**src/rtl/mtc_pkg.sv**
```systemverilog
// shared types and constants of the music transport clock
// no dependencies
`default_nettype none
package mtc_pkg;

    localparam int TICKS_PER_QUARTER       = 96;
    localparam int MIDI_CLOCKS_PER_QUARTER = 24;
    localparam int TICKS_PER_CLOCK         = TICKS_PER_QUARTER / MIDI_CLOCKS_PER_QUARTER;
    localparam int BEAT_TICKS_BASE         = TICKS_PER_QUARTER * 4;

    localparam logic [19:0] TEMPO_MAX     = 20'd1000000;
    localparam logic [19:0] TEMPO_DEFAULT = 20'd120000;
    localparam logic [17:0] RATE_DEFAULT  = 18'd48000;
    localparam logic [15:0] MS_PER_MINUTE = 16'd60000;
    localparam logic [5:0]  MAX_BEATS     = 6'd32;

    // widths and multiply step count of the shared unit
    localparam int ALU_W     = 48;
    localparam int DIVISOR_W = 34;
    localparam int MUL_STEPS = 20;

    localparam logic [0:0] REG_SAMPLE_RATE   = 1'b0;
    localparam logic [0:0] REG_INITIAL_TEMPO = 1'b1;

    typedef enum logic [2:0] {
        MODE_ADVANCE  = 3'd0,
        MODE_CLOCK_IN = 3'd1,
        MODE_START    = 3'd2,
        MODE_CONTINUE = 3'd3,
        MODE_STOP     = 3'd4,
        MODE_TEMPO    = 3'd5,
        MODE_TIMESIG  = 3'd6,
        MODE_POP      = 3'd7
    } mode_t;

    typedef enum logic {
        ALU_MUL = 1'b0,
        ALU_DIV = 1'b1
    } alu_op_t;

    function automatic logic [19:0] clamp_tempo(input logic [ALU_W-1:0] v);
        logic [19:0] res;
        res = (v > ALU_W'(TEMPO_MAX)) ? TEMPO_MAX : v[19:0];
        return res;
    endfunction

endpackage
`default_nettype wire

```
**src/rtl/mtc_in_if.sv**
```systemverilog
// command channel of the transport clock
// depends on nothing
`default_nettype none
interface mtc_in_if;
    logic        valid;
    logic        ready;
    logic [2:0]  mode;
    logic [19:0] frames;
    logic [19:0] tempo_value;
    logic [5:0]  beats_per_bar;
    logic [6:0]  note_value;

    modport source (output valid, mode, frames, tempo_value, beats_per_bar, note_value,
                    input ready);
    modport sink (input valid, mode, frames, tempo_value, beats_per_bar, note_value,
                  output ready);
endinterface
`default_nettype wire

```
**src/rtl/mtc_out_if.sv**
```systemverilog
// status channel of the transport clock
// depends on nothing
`default_nettype none
interface mtc_out_if;
    logic        valid;
    logic        ready;
    logic        playing;
    logic [19:0] tempo;
    logic [15:0] bar;
    logic [4:0]  beat;
    logic [8:0]  tick;
    logic        clock_pulse;

    modport source (output valid, playing, tempo, bar, beat, tick, clock_pulse,
                    input ready);
    modport sink (input valid, playing, tempo, bar, beat, tick, clock_pulse,
                  output ready);
endinterface
`default_nettype wire

```
**src/rtl/mtc_alu.sv**
```systemverilog
// shared shift-add multiplier and restoring divider, one bit per cycle
// depends on mtc_pkg
`default_nettype none
module mtc_alu (
    input  wire                                clk,
    input  wire                                rst_n,
    input  wire                                start,
    input  mtc_pkg::alu_op_t                   op,
    input  wire  [mtc_pkg::ALU_W-1:0]          a,
    input  wire  [mtc_pkg::DIVISOR_W-1:0]      b,
    output logic                               done,
    output logic [mtc_pkg::ALU_W-1:0]          q,
    output logic [mtc_pkg::DIVISOR_W-1:0]      r
);
    import mtc_pkg::*;

    logic                 busy_reg;
    logic                 done_reg;
    alu_op_t              op_reg;
    logic [5:0]           cnt_reg;
    logic [ALU_W-1:0]     acc_reg;
    logic [ALU_W-1:0]     prod_reg;
    logic [MUL_STEPS-1:0] mb_reg;
    logic [DIVISOR_W:0]   rem_reg;
    logic [DIVISOR_W-1:0] d_reg;

    logic [DIVISOR_W:0]   rem_shift;
    logic                 fits;

    assign rem_shift = {rem_reg[DIVISOR_W-1:0], acc_reg[ALU_W-1]};
    assign fits      = rem_shift >= {1'b0, d_reg};

    always_ff @(posedge clk or negedge rst_n)
    begin
        if (!rst_n)
        begin
            busy_reg <= 1'b0;
            done_reg <= 1'b0;
            cnt_reg  <= '0;
        end
        else
        begin
            done_reg <= 1'b0;
            if (start)
            begin
                busy_reg <= 1'b1;
                cnt_reg  <= (op == ALU_MUL) ? 6'(MUL_STEPS - 1) : 6'(ALU_W - 1);
            end
            else if (busy_reg)
            begin
                cnt_reg <= cnt_reg - 6'd1;
                if (cnt_reg == '0)
                begin
                    busy_reg <= 1'b0;
                    done_reg <= 1'b1;
                end
            end
        end
    end

    always_ff @(posedge clk)
    begin
        if (start)
        begin
            op_reg   <= op;
            acc_reg  <= a;
            prod_reg <= '0;
            mb_reg   <= b[MUL_STEPS-1:0];
            rem_reg  <= '0;
            d_reg    <= b;
        end
        else if (busy_reg)
        begin
            if (op_reg == ALU_MUL)
            begin
                if (mb_reg[0])
                begin
                    prod_reg <= prod_reg + acc_reg;
                end
                acc_reg <= {acc_reg[ALU_W-2:0], 1'b0};
                mb_reg  <= {1'b0, mb_reg[MUL_STEPS-1:1]};
            end
            else
            begin
                rem_reg <= fits ? (rem_shift - {1'b0, d_reg}) : rem_shift;
                acc_reg <= {acc_reg[ALU_W-2:0], fits};
            end
        end
    end

    assign done = done_reg;
    assign q    = (op_reg == ALU_MUL) ? prod_reg : acc_reg;
    assign r    = rem_reg[DIVISOR_W-1:0];

endmodule
`default_nettype wire

```
**src/rtl/music_transport_clock.sv**
```systemverilog
// unit work per command: simple commands none; time signature one divide; clock in two divides (no
// tempo update) or two multiplies and three divides; advance three 20-step multiplies, three 48-step
// divides; throughput: one command at a time, ready again the cycle after the result is loaded; set by
// the bit-serial shared multiply/divide unit, plus any cycles the previous result beat waits downstream
// reset (rst_n, asynchronous, active low): stopped, 120000 milli-bpm, 4/4, position zero,
// sample rate 48000, nothing pending; no clearing pass; depends on mtc_pkg, mtc_in_if, mtc_out_if, mtc_alu
`default_nettype none
module music_transport_clock (
    input  wire         clk,
    input  wire         rst_n,
    mtc_in_if.sink      cmd,
    mtc_out_if.source   res,
    input  wire         psel,
    input  wire         penable,
    input  wire         pwrite,
    input  wire  [2:0]  paddr,
    input  wire  [31:0] pwdata,
    output logic [31:0] prdata,
    output logic        pready
);
    import mtc_pkg::*;

    typedef enum logic [3:0] {
        S_IDLE,
        S_ADV_MUL_FT,    // frames * tempo
        S_ADV_MUL_TPQ,   // * ticks per quarter
        S_ADV_MUL_DEN,   // 60000 * rate
        S_ADV_DIV,       // numerator / denominator
        S_CLK_MUL_RATE,  // 60000 * rate
        S_CLK_MUL_FR,    // 24 * frames
        S_CLK_DIV,       // derived tempo
        S_TS_DIV,        // ticks per beat for new denominator
        S_MV_TICK,       // split ticks into tick and beats
        S_MV_BEAT,       // split beats into beat and bars
        S_OUT
    } state_t;

    state_t                 state_reg;
    logic                   wait_reg;
    logic                   start_reg;
    alu_op_t                op_reg;
    logic [ALU_W-1:0]       a_reg;
    logic [DIVISOR_W-1:0]   b_reg;

    // configuration
    logic [17:0]            rate_reg;
    logic [19:0]            itempo_reg;

    // transport state
    logic                   run_reg;
    logic [19:0]            tempo_reg;
    logic [5:0]             blen_reg;
    logic [8:0]             tpb_reg;
    logic [15:0]            bar_reg;
    logic [4:0]             beat_reg;
    logic [8:0]             tick_reg;
    logic [DIVISOR_W-1:0]   frem_reg;
    logic [$clog2(TICKS_PER_CLOCK+1)-1:0] phase_reg;
    logic [15:0]            pend_reg;

    // working values of the current command
    logic [19:0]            frames_reg;
    logic [ALU_W-1:0]       x_reg;
    logic [DIVISOR_W-1:0]   whole_reg;
    logic                   pulse_reg;

    // result beat held until taken
    logic                   ovalid_reg;
    logic                   oplay_reg;
    logic [19:0]            otempo_reg;
    logic [15:0]            obar_reg;
    logic [4:0]             obeat_reg;
    logic [8:0]             otick_reg;
    logic                   opulse_reg;

    logic                   alu_done;
    logic [ALU_W-1:0]       alu_q;
    logic [DIVISOR_W-1:0]   alu_r;

    logic                   cmd_take;
    logic                   cfg_write;
    logic [DIVISOR_W:0]     clk_acc;
    logic [DIVISOR_W:0]     clk_quot;
    logic [DIVISOR_W:0]     clk_mod;
    logic [5:0]             num_sat;
    logic [8:0]             tpb_new;

    mtc_alu u_alu (
        .clk   (clk),
        .rst_n (rst_n),
        .start (start_reg),
        .op    (op_reg),
        .a     (a_reg),
        .b     (b_reg),
        .done  (alu_done),
        .q     (alu_q),
        .r     (alu_r)
    );

    assign cmd.ready = (state_reg == S_IDLE);
    assign cmd_take  = cmd.valid && cmd.ready;
    assign cfg_write = psel && penable && pwrite && pready;
    assign pready    = 1'b1;

    // clock-out accounting on every tick move
    assign clk_acc  = (DIVISOR_W+1)'(phase_reg) + {1'b0, whole_reg};
    assign clk_quot = clk_acc / (DIVISOR_W+1)'(TICKS_PER_CLOCK);
    assign clk_mod  = clk_acc % (DIVISOR_W+1)'(TICKS_PER_CLOCK);

    assign num_sat = (cmd.beats_per_bar > MAX_BEATS) ? MAX_BEATS : cmd.beats_per_bar;
    // a beat shorter than one tick counts as one tick
    assign tpb_new = (alu_q == '0) ? 9'd1 : alu_q[8:0];

    always_comb
    begin
        prdata = '0;
        unique case (paddr[2])
            REG_SAMPLE_RATE:   prdata = {14'd0, rate_reg};
            REG_INITIAL_TEMPO: prdata = {12'd0, itempo_reg};
            default:           prdata = '0;
        endcase
    end

    always_ff @(posedge clk or negedge rst_n)
    begin
        if (!rst_n)
        begin
            state_reg  <= S_IDLE;
            wait_reg   <= 1'b0;
            start_reg  <= 1'b0;
            rate_reg   <= RATE_DEFAULT;
            itempo_reg <= TEMPO_DEFAULT;
            run_reg    <= 1'b0;
            tempo_reg  <= TEMPO_DEFAULT;
            blen_reg   <= 6'd4;
            tpb_reg    <= 9'(TICKS_PER_QUARTER);
            bar_reg    <= '0;
            beat_reg   <= '0;
            tick_reg   <= '0;
            frem_reg   <= '0;
            phase_reg  <= '0;
            pend_reg   <= '0;
            pulse_reg  <= 1'b0;
            ovalid_reg <= 1'b0;
        end
        else
        begin
            start_reg <= 1'b0;
            if (ovalid_reg && res.ready)
            begin
                ovalid_reg <= 1'b0;
            end

            // register writes are to arrive only while idle; the block itself does not enforce this
            if (cfg_write)
            begin
                unique case (paddr[2])
                    REG_SAMPLE_RATE:
                    begin
                        rate_reg <= pwdata[17:0];
                    end
                    REG_INITIAL_TEMPO:
                    begin
                        itempo_reg <= pwdata[19:0];
                        tempo_reg  <= (pwdata[19:0] == '0) ? TEMPO_DEFAULT
                                      : clamp_tempo(ALU_W'(pwdata[19:0]));
                    end
                    default:
                    begin
                    end
                endcase
            end

            unique case (state_reg)
                S_IDLE:
                begin
                    if (cmd_take)
                    begin
                        pulse_reg  <= 1'b0;
                        frames_reg <= cmd.frames;
                        state_reg  <= S_OUT;
                        unique case (mode_t'(cmd.mode))
                            MODE_ADVANCE:
                            begin
                                if (run_reg && rate_reg != '0)
                                begin
                                    state_reg <= S_ADV_MUL_FT;
                                end
                            end
                            MODE_CLOCK_IN:
                            begin
                                whole_reg <= DIVISOR_W'(TICKS_PER_CLOCK);
                                if (cmd.frames != '0 && rate_reg != '0)
                                begin
                                    state_reg <= S_CLK_MUL_RATE;
                                end
                                else
                                begin
                                    state_reg <= S_MV_TICK;
                                end
                            end
                            MODE_START:
                            begin
                                bar_reg   <= '0;
                                beat_reg  <= '0;
                                tick_reg  <= '0;
                                frem_reg  <= '0;
                                phase_reg <= '0;
                                run_reg   <= 1'b1;
                            end
                            MODE_CONTINUE:
                            begin
                                run_reg <= 1'b1;
                            end
                            MODE_STOP:
                            begin
                                run_reg <= 1'b0;
                            end
                            MODE_TEMPO:
                            begin
                                if (cmd.tempo_value != '0)
                                begin
                                    tempo_reg <= clamp_tempo(ALU_W'(cmd.tempo_value));
                                end
                            end
                            MODE_TIMESIG:
                            begin
                                if (cmd.beats_per_bar != '0 && cmd.note_value != '0)
                                begin
                                    blen_reg <= num_sat;
                                    if (6'(beat_reg) >= num_sat)
                                    begin
                                        beat_reg <= '0;
                                    end
                                    op_reg    <= ALU_DIV;
                                    a_reg     <= ALU_W'(BEAT_TICKS_BASE);
                                    b_reg     <= DIVISOR_W'(cmd.note_value);
                                    start_reg <= 1'b1;
                                    wait_reg  <= 1'b1;
                                    state_reg <= S_TS_DIV;
                                end
                            end
                            MODE_POP:
                            begin
                                if (pend_reg != '0)
                                begin
                                    pend_reg  <= pend_reg - 16'd1;
                                    pulse_reg <= 1'b1;
                                end
                            end
                            default:
                            begin
                            end
                        endcase
                    end
                end

                S_ADV_MUL_FT:
                begin
                    if (!wait_reg)
                    begin
                        op_reg    <= ALU_MUL;
                        a_reg     <= ALU_W'(frames_reg);
                        b_reg     <= DIVISOR_W'(tempo_reg);
                        start_reg <= 1'b1;
                        wait_reg  <= 1'b1;
                    end
                    else if (alu_done)
                    begin
                        x_reg     <= alu_q;
                        wait_reg  <= 1'b0;
                        state_reg <= S_ADV_MUL_TPQ;
                    end
                end

                S_ADV_MUL_TPQ:
                begin
                    if (!wait_reg)
                    begin
                        op_reg    <= ALU_MUL;
                        a_reg     <= x_reg;
                        b_reg     <= DIVISOR_W'(TICKS_PER_QUARTER);
                        start_reg <= 1'b1;
                        wait_reg  <= 1'b1;
                    end
                    else if (alu_done)
                    begin
                        // carry the remainder of the previous block
                        x_reg     <= alu_q + ALU_W'(frem_reg);
                        wait_reg  <= 1'b0;
                        state_reg <= S_ADV_MUL_DEN;
                    end
                end

                S_ADV_MUL_DEN:
                begin
                    if (!wait_reg)
                    begin
                        op_reg    <= ALU_MUL;
                        a_reg     <= ALU_W'(rate_reg);
                        b_reg     <= DIVISOR_W'(MS_PER_MINUTE);
                        start_reg <= 1'b1;
                        wait_reg  <= 1'b1;
                    end
                    else if (alu_done)
                    begin
                        op_reg    <= ALU_DIV;
                        a_reg     <= x_reg;
                        b_reg     <= alu_q[DIVISOR_W-1:0];
                        start_reg <= 1'b1;
                        state_reg <= S_ADV_DIV;
                    end
                end

                S_ADV_DIV:
                begin
                    if (alu_done)
                    begin
                        wait_reg  <= 1'b0;
                        frem_reg  <= alu_r;
                        whole_reg <= alu_q[DIVISOR_W-1:0];
                        state_reg <= (alu_q != '0) ? S_MV_TICK : S_OUT;
                    end
                end

                S_CLK_MUL_RATE:
                begin
                    if (!wait_reg)
                    begin
                        op_reg    <= ALU_MUL;
                        a_reg     <= ALU_W'(rate_reg);
                        b_reg     <= DIVISOR_W'(MS_PER_MINUTE);
                        start_reg <= 1'b1;
                        wait_reg  <= 1'b1;
                    end
                    else if (alu_done)
                    begin
                        x_reg     <= alu_q;
                        op_reg    <= ALU_MUL;
                        a_reg     <= ALU_W'(frames_reg);
                        b_reg     <= DIVISOR_W'(MIDI_CLOCKS_PER_QUARTER);
                        start_reg <= 1'b1;
                        state_reg <= S_CLK_MUL_FR;
                    end
                end

                S_CLK_MUL_FR:
                begin
                    if (alu_done)
                    begin
                        op_reg    <= ALU_DIV;
                        a_reg     <= x_reg;
                        b_reg     <= alu_q[DIVISOR_W-1:0];
                        start_reg <= 1'b1;
                        state_reg <= S_CLK_DIV;
                    end
                end

                S_CLK_DIV:
                begin
                    if (alu_done)
                    begin
                        // a derived tempo of zero leaves the tempo alone
                        if (alu_q != '0)
                        begin
                            tempo_reg <= clamp_tempo(alu_q);
                        end
                        wait_reg  <= 1'b0;
                        state_reg <= S_MV_TICK;
                    end
                end

                S_TS_DIV:
                begin
                    if (alu_done)
                    begin
                        tpb_reg <= tpb_new;
                        // tick clamps to the last tick of the new beat
                        if (tick_reg >= tpb_new)
                        begin
                            tick_reg <= tpb_new - 9'd1;
                        end
                        wait_reg  <= 1'b0;
                        state_reg <= S_OUT;
                    end
                end

                S_MV_TICK:
                begin
                    if (!wait_reg)
                    begin
                        op_reg    <= ALU_DIV;
                        a_reg     <= ALU_W'(tick_reg) + ALU_W'(whole_reg);
                        b_reg     <= DIVISOR_W'(tpb_reg);
                        start_reg <= 1'b1;
                        wait_reg  <= 1'b1;
                        pend_reg  <= pend_reg + clk_quot[15:0];
                        phase_reg <= clk_mod[$bits(phase_reg)-1:0];
                    end
                    else if (alu_done)
                    begin
                        tick_reg  <= alu_r[8:0];
                        op_reg    <= ALU_DIV;
                        a_reg     <= alu_q + ALU_W'(beat_reg);
                        b_reg     <= DIVISOR_W'(blen_reg);
                        start_reg <= 1'b1;
                        state_reg <= S_MV_BEAT;
                    end
                end

                S_MV_BEAT:
                begin
                    if (alu_done)
                    begin
                        beat_reg  <= alu_r[4:0];
                        bar_reg   <= bar_reg + alu_q[15:0];
                        wait_reg  <= 1'b0;
                        state_reg <= S_OUT;
                    end
                end

                S_OUT:
                begin
                    if (!ovalid_reg || res.ready)
                    begin
                        ovalid_reg <= 1'b1;
                        oplay_reg  <= run_reg;
                        otempo_reg <= tempo_reg;
                        obar_reg   <= bar_reg;
                        obeat_reg  <= beat_reg;
                        otick_reg  <= tick_reg;
                        opulse_reg <= pulse_reg;
                        state_reg  <= S_IDLE;
                    end
                end

                default:
                begin
                    state_reg <= S_IDLE;
                end
            endcase
        end
    end

    assign res.valid       = ovalid_reg;
    assign res.playing     = oplay_reg;
    assign res.tempo       = otempo_reg;
    assign res.bar         = obar_reg;
    assign res.beat        = obeat_reg;
    assign res.tick        = otick_reg;
    assign res.clock_pulse = opulse_reg;

endmodule
`default_nettype wire

```
**src/flat_wrapper.sv**
```systemverilog
// flat-port wrapper written by rule: the top's interface ports become plain ports
module music_transport_clock_flat import mtc_pkg::*;
  (clk, rst_n, psel, penable, pwrite, paddr, pwdata, prdata, pready, cmd_valid, cmd_mode, cmd_frames, cmd_tempo_value, cmd_beats_per_bar, cmd_note_value, cmd_ready, res_valid, res_playing, res_tempo, res_bar, res_beat, res_tick, res_clock_pulse, res_ready);
  mtc_in_if cmd_i ();
  mtc_out_if res_i ();
  input  wire clk;
  input  wire rst_n;
  input  wire psel;
  input  wire penable;
  input  wire pwrite;
  input  wire  [2:0] paddr;
  input  wire  [31:0] pwdata;
  output logic [31:0] prdata;
  output logic pready;
  input wire logic [$bits(cmd_i.valid)-1:0] cmd_valid;
  input wire logic [$bits(cmd_i.mode)-1:0] cmd_mode;
  input wire logic [$bits(cmd_i.frames)-1:0] cmd_frames;
  input wire logic [$bits(cmd_i.tempo_value)-1:0] cmd_tempo_value;
  input wire logic [$bits(cmd_i.beats_per_bar)-1:0] cmd_beats_per_bar;
  input wire logic [$bits(cmd_i.note_value)-1:0] cmd_note_value;
  output wire logic [$bits(cmd_i.ready)-1:0] cmd_ready;
  output wire logic [$bits(res_i.valid)-1:0] res_valid;
  output wire logic [$bits(res_i.playing)-1:0] res_playing;
  output wire logic [$bits(res_i.tempo)-1:0] res_tempo;
  output wire logic [$bits(res_i.bar)-1:0] res_bar;
  output wire logic [$bits(res_i.beat)-1:0] res_beat;
  output wire logic [$bits(res_i.tick)-1:0] res_tick;
  output wire logic [$bits(res_i.clock_pulse)-1:0] res_clock_pulse;
  input wire logic [$bits(res_i.ready)-1:0] res_ready;
  assign cmd_i.valid = cmd_valid;
  assign cmd_i.mode = cmd_mode;
  assign cmd_i.frames = cmd_frames;
  assign cmd_i.tempo_value = cmd_tempo_value;
  assign cmd_i.beats_per_bar = cmd_beats_per_bar;
  assign cmd_i.note_value = cmd_note_value;
  assign cmd_ready = cmd_i.ready;
  assign res_valid = res_i.valid;
  assign res_playing = res_i.playing;
  assign res_tempo = res_i.tempo;
  assign res_bar = res_i.bar;
  assign res_beat = res_i.beat;
  assign res_tick = res_i.tick;
  assign res_clock_pulse = res_i.clock_pulse;
  assign res_i.ready = res_ready;
  music_transport_clock u_core (.clk(clk), .rst_n(rst_n), .cmd(cmd_i), .res(res_i), .psel(psel), .penable(penable), .pwrite(pwrite), .paddr(paddr), .pwdata(pwdata), .prdata(prdata), .pready(pready));
endmodule
```
**config.mk**
```make
export PLATFORM = sky130hd
export DESIGN_NAME = music_transport_clock_flat
export DESIGN_NICKNAME = d
export VERILOG_FILES = /design/src/rtl/mtc_pkg.sv /design/src/rtl/mtc_in_if.sv /design/src/rtl/mtc_out_if.sv /design/src/rtl/mtc_alu.sv /design/src/rtl/music_transport_clock.sv /design/src/flat_wrapper.sv
export SDC_FILE = /design/constraint.sdc
export NUM_CORES = 2
export LEC_CHECK = 0
export BUFFER_PORTS_ARGS = -buffer_cell sky130_fd_sc_hd__clkbuf_2
export CORE_MARGIN = 10
export CORE_UTILIZATION = 35
export DETAILED_ROUTE_END_ITERATION = 8
export GPL_ROUTABILITY_DRIVEN = 0
export HOLD_SLACK_MARGIN = 0.03
export PLACE_DENSITY = 0.48
export SYNTH_ARGS = -nofsm -noshare
export SYNTH_HDL_FRONTEND = slang
export SYNTH_HIERARCHICAL = 1
export SYNTH_SLANG_ARGS = --single-unit
export TNS_END_PERCENT = 10
```
**constraint.sdc**
```tcl
create_clock -name clk -period 4.4 [get_ports clk]
set_input_delay 0.88 -clock clk [delete_from_list [all_inputs] [get_ports clk]]
set_output_delay 0.88 -clock clk [all_outputs]
set_load 0.005 [all_outputs]
```
==> impl_metrics.prom <==
# TYPE chip_impl_metric gauge
chip_impl_info{name="result_of_the_run",value="finished, violations left"} 1
chip_impl_info{name="failed_checks",value="setup timing"} 1
chip_impl_metric{name="post-route-worst-setup-slack",unit="ns"} -0.0894
chip_impl_metric{name="globalRouteOverflowTotal",unit=""} 0
chip_impl_metric{name="final_layout_size_suffix_gt1_share",unit="%"} 17.5
chip_impl_metric{name="timing.setup.tns",unit="ns"} -0.635
chip_impl_metric{name="cts_htree_levels",unit=""} 3
chip_impl_metric{name="grt_pass1_wl",unit="mm"} 198
chip_impl_metric{name="holdWs",unit="ns"} 0.210
chip_impl_metric{name="ys_seq_elements",unit=""} 594
chip_impl_info{name="critPathSlowestCell",value="sky130_fd_sc_hd__or4_4"} 1
chip_impl_metric{name="die_height",unit="µm"} 343
chip_impl_metric{name="fin_crit",unit="ns"} 4.49
chip_impl_metric{name="core_area",unit="µm²"} 103000
chip_impl_metric{name="cts_inserted_buffers",unit=""} 73
chip_impl_metric{name="critPathArrivalTime",unit="ns"} 4.99
chip_impl_metric{name="peak_fanout_along_the_critical_path",unit=""} 8
chip_impl_metric{name="worstPathBufferInverterCount",unit=""} 5
chip_impl_metric{name="worstSkewPairLatency",unit="ns"} 0.64
chip_impl_metric{name="clk_path_buf_depth",unit=""} 3
chip_impl_metric{name="drv_slew",unit=""} 0
chip_impl_metric{name="initial_core_util",unit="%"} 35.3
chip_impl_metric{name="final_cell_count_no_fill",unit=""} 5363
chip_impl_metric{name="antenna_left",unit=""} 0
chip_impl_metric{name="overall_power",unit="mW"} 13.0
chip_impl_metric{name="synth_sequential_area_ratio",unit="%"} 44.3
chip_impl_metric{name="grt_max_degree",unit=""} 93
chip_impl_info{name="commonest_non_fill_non_tap_cell_in_the_layout",value="sky130_fd_sc_hd__nand2_1"} 1
chip_impl_metric{name="worst_setup_hold_path_clk_slew",unit="ns"} 0.06
chip_impl_info{name="synth_flop_cell",value="sky130_fd_sc_hd__edfxtp_1"} 1
chip_impl_metric{name="route.detailed.drc",unit=""} 0
chip_impl_metric{name="cts_num_sinks",unit=""} 594
chip_impl_info{name="min-delay-path-class",value="in2async"} 1
chip_impl_info{name="worst-setup-path-type",value="reg2reg"} 1
chip_impl_metric{name="finalClockSkew",unit="ns"} 0.0302
chip_impl_info{name="crit_path_start_kind",value="register"} 1
chip_impl_metric{name="finish.net_count",unit=""} 4206
chip_impl_metric{name="synth_cell_type_count",unit=""} 110
chip_impl_metric{name="power-per-cell-area",unit="nW/µm²"} 308
chip_impl_metric{name="fin_area",unit="µm²"} 42400
chip_impl_metric{name="ir_worst_vdd",unit="mV"} 0.264
chip_impl_metric{name="post-route-util",unit="%"} 40.9
chip_impl_metric{name="grt_antenna_before_repair",unit=""} 4
chip_impl_metric{name="post_synth_instance_area",unit="µm²"} 36500
chip_impl_metric{name="max-slew-margin-rel",unit="%"} 26.9
chip_impl_metric{name="synth_edf_count",unit=""} 340
chip_impl_metric{name="maxCapViolations",unit=""} 0
chip_impl_info{name="cpLargestDelayFamily",value="simple AND/OR/NAND/NOR gates"} 1
chip_impl_info{name="tritoncts",value="done"} 1
chip_impl_metric{name="timing.fmax",unit="MHz"} 223
chip_impl_metric{name="critPathRequiredTime",unit="ns"} 4.90
chip_impl_metric{name="drt-vias-per-instance",unit=""} 5.67
chip_impl_metric{name="cellLeakagePower",unit="nW"} 17.0
chip_impl_metric{name="drt_first_pass_iters",unit=""} 6
chip_impl_info{name="worstPathCellList",value="buf_12 -> buf_12 -> buf_6 -> mux2_2 -> nor4_4 -> nand4_1 -> buf_4 -> or4_4 -> nand2b_4 -> ha_4 -> nand2b_4 -> a21o_1 -> a21o_1 -> a21oi_2 -> nor2b_1 -> o21ai_1 -> a21oi_2 -> o41ai_4 -> buf_6 -> mux2_4"} 1
chip_impl_metric{name="die-width",unit="µm"} 343
chip_impl_metric{name="finalSetupViolations",unit=""} 9
chip_impl_metric{name="numPlacedInstances",unit=""} 5223
chip_impl_metric{name="synthArstFlopShare",unit="%"} 29.0
chip_impl_metric{name="max_stage_delay",unit="ns"} 0.61
chip_impl_metric{name="area_growth_syn_to_layout",unit="%"} 16.0
chip_impl_metric{name="design.die.area",unit="µm²"} 118000
chip_impl_metric{name="routed-via-count",unit=""} 30400
chip_impl_info{name="most-common-layout-cells",value="sky130_fd_sc_hd__nand2_1, sky130_fd_sc_hd__edfxtp_1, sky130_fd_sc_hd__nor2_1, sky130_fd_sc_hd__a21oi_1, sky130_fd_sc_hd__o21ai_0"} 1
chip_impl_metric{name="synthesized_area_divided_by_synthesized_cell_count",unit="µm²"} 9.83
chip_impl_metric{name="postRouteWirelength",unit="mm"} 133
chip_impl_metric{name="final_hold_viol_count",unit=""} 0
chip_impl_metric{name="fillers",unit=""} 10200
chip_impl_metric{name="track_usage",unit="%"} 22.0
chip_impl_metric{name="synth-warning-count",unit=""} 6
chip_impl_metric{name="num_rows",unit=""} 118
chip_impl_metric{name="detailedPlacementHpwl",unit="mm"} 99.5
chip_impl_metric{name="post-route-period-util",unit="%"} 102
chip_impl_info{name="clock-root-buffer",value="sky130_fd_sc_hd__clkbuf_16"} 1
chip_impl_metric{name="worst_slew_pin_slew",unit="ns"} 1.10
chip_impl_info{name="unrepaired_setup_endpoints_after_global_routing",value="true"} 1
chip_impl_metric{name="post_cts_hold_buffer_count",unit=""} 0
chip_impl_metric{name="ioPinCount",unit=""} 185
chip_impl_info{name="critical_path.endpoint_type",value="register"} 1
chip_impl_metric{name="first_global_vias",unit=""} 29800
chip_impl_metric{name="port-buffer-count",unit=""} 157
chip_impl_metric{name="dpl-instance-area",unit="µm²"} 39600
chip_impl_metric{name="detailedRoute.firstIterationViolations",unit=""} 2889
chip_impl_metric{name="syn_inst",unit=""} 3716
chip_impl_metric{name="dr_wl_cell",unit="µm"} 24.7
chip_impl_metric{name="pre_cts_ws",unit="ns"} -0.237
power by group:
group | total, mW | internal [mW] | switching, mW
registers | 6.19 | 5.99 | 0.199
logic | 0.411 | 0.184 | 0.227
clock network | 6.45 | 3.92 | 2.53
area by class of cell:
class	instances	area, µm²	share of cell area (%)
sequential	594	16200	38.2
inverter	115	432	1.02
tap	1380	1730	4.08
clock buffer	109	2230	5.27
multi-input combinational	2813	19300	45.5
clock inverter	25	308	0.727
timing repair buffer	325	2180	5.14
antenna	2	5.00	0.0118
final timing paths:
kind                            cells after the start                     startpoint                          endpoint  slack (ns)
worst max register to register                     20  u_core/u_alu/op_reg$_DFFE_PP_    u_core/tick_reg[7]$_DFFE_PN0P_       -0.09
worst max-delay path                               20  u_core/u_alu/op_reg$_DFFE_PP_    u_core/tick_reg[7]$_DFFE_PN0P_       -0.09
max in group asynchronous                           3                          rst_n       u_core/u_alu/done$_DFF_PN0_        2.43
worst min register to register                      0   u_core/pulse_reg$_DFFE_PN0P_  u_core/res.clock_pulse$_DFFE_PP_        0.45
min in group clk                                    0   u_core/pulse_reg$_DFFE_PN0P_  u_core/res.clock_pulse$_DFFE_PP_        0.45
worst min-delay path                                1                          rst_n     u_core/tempo_reg[2]$_DFF_PN0_        0.21
cells by family after synthesis:
| group | after synthesis | synth area share [%] |
|---|---|---|
| AND/OR/NAND/NOR | 1173 | 15.3 |
| AO/OA/AOI/OAI | 1005 | 18.4 |
| flip-flops | 594 | 44.3 |
| buffers and inverters | 320 | 3.56 |
| multiplexers | 227 | 6.81 |
| XOR/XNOR | 209 | 5.01 |
| adder cells (fa/ha/maj) | 186 | 6.54 |
| other | 2 | 0.0206 |
routing by layer:
metal / routed length [µm] / vias up / share of wire (%) / GRT usage, %
met5: 0 / - / 0 / 0
li1: - / 14300 / - / -
met1: 60100 / 15000 / 45 / 30.3
met3: 8060 / 179 / 6.1 / 3.39
met2: 60800 / 974 / 46 / 35.4
met4: 3770 / 0 / 2.8 / 6.35
synthesized netlist by cell type (9+ instances only):
| cell type | n | area share [%] |
|---|---|---|
| sky130_fd_sc_hd__a211oi_1 | 34 | 0.70 |
| sky130_fd_sc_hd__a21boi_0 | 10 | 0.21 |
| sky130_fd_sc_hd__a21o_1 | 71 | 1.5 |
| sky130_fd_sc_hd__a21oi_1 | 265 | 3.6 |
| sky130_fd_sc_hd__a221o_1 | 29 | 0.80 |
| sky130_fd_sc_hd__a221oi_1 | 9 | 0.22 |
| sky130_fd_sc_hd__a222oi_1 | 31 | 0.85 |
| sky130_fd_sc_hd__a22o_1 | 36 | 0.86 |
| sky130_fd_sc_hd__a22oi_1 | 25 | 0.51 |
| sky130_fd_sc_hd__a31oi_1 | 34 | 0.58 |
| sky130_fd_sc_hd__and2_1 | 46 | 0.79 |
| sky130_fd_sc_hd__and3_1 | 36 | 0.62 |
| sky130_fd_sc_hd__buf_1 | 21 | 0.22 |
| sky130_fd_sc_hd__buf_2 | 15 | 0.21 |
| sky130_fd_sc_hd__buf_4 | 15 | 0.31 |
| sky130_fd_sc_hd__clkbuf_1 | 149 | 1.5 |
| sky130_fd_sc_hd__dfrtp_1 | 148 | 10 |
| sky130_fd_sc_hd__dfstp_2 | 24 | 1.7 |
| sky130_fd_sc_hd__dfxtp_1 | 82 | 4.5 |
| sky130_fd_sc_hd__edfxtp_1 | 340 | 28 |
| sky130_fd_sc_hd__ha_1 | 178 | 6.1 |
| sky130_fd_sc_hd__inv_1 | 112 | 1.2 |
| sky130_fd_sc_hd__mux2_2 | 172 | 5.3 |
| sky130_fd_sc_hd__mux2i_1 | 55 | 1.5 |
| sky130_fd_sc_hd__nand2_1 | 408 | 4.2 |
| sky130_fd_sc_hd__nand2b_1 | 32 | 0.55 |
| sky130_fd_sc_hd__nand3_1 | 95 | 1.3 |
| sky130_fd_sc_hd__nand4_1 | 56 | 0.96 |
| sky130_fd_sc_hd__nor2_1 | 272 | 2.8 |
| sky130_fd_sc_hd__nor2b_1 | 32 | 0.55 |
| sky130_fd_sc_hd__nor3_1 | 75 | 1.0 |
| sky130_fd_sc_hd__nor4_1 | 38 | 0.65 |
| sky130_fd_sc_hd__o211ai_1 | 26 | 0.53 |
| sky130_fd_sc_hd__o21a_1 | 30 | 0.62 |
| sky130_fd_sc_hd__o21ai_0 | 219 | 3.0 |
| sky130_fd_sc_hd__o21ai_1 | 26 | 0.36 |
| sky130_fd_sc_hd__o21bai_1 | 22 | 0.45 |
| sky130_fd_sc_hd__o221ai_1 | 13 | 0.31 |
| sky130_fd_sc_hd__o311ai_0 | 9 | 0.22 |
| sky130_fd_sc_hd__o31ai_1 | 16 | 0.33 |
| sky130_fd_sc_hd__or3_1 | 24 | 0.41 |
| sky130_fd_sc_hd__or4_1 | 11 | 0.23 |
| sky130_fd_sc_hd__xnor2_1 | 103 | 2.5 |
| sky130_fd_sc_hd__xor2_1 | 106 | 2.5 |
what timing repair did:
action	4_1_cts	5_1_grt
buffers inserted	2	0
cloned	2	0
setup endpoints to repair	9	11
pin swaps	11	7
gates resized for setup	24	6
(Power assumes the default switching activity.)
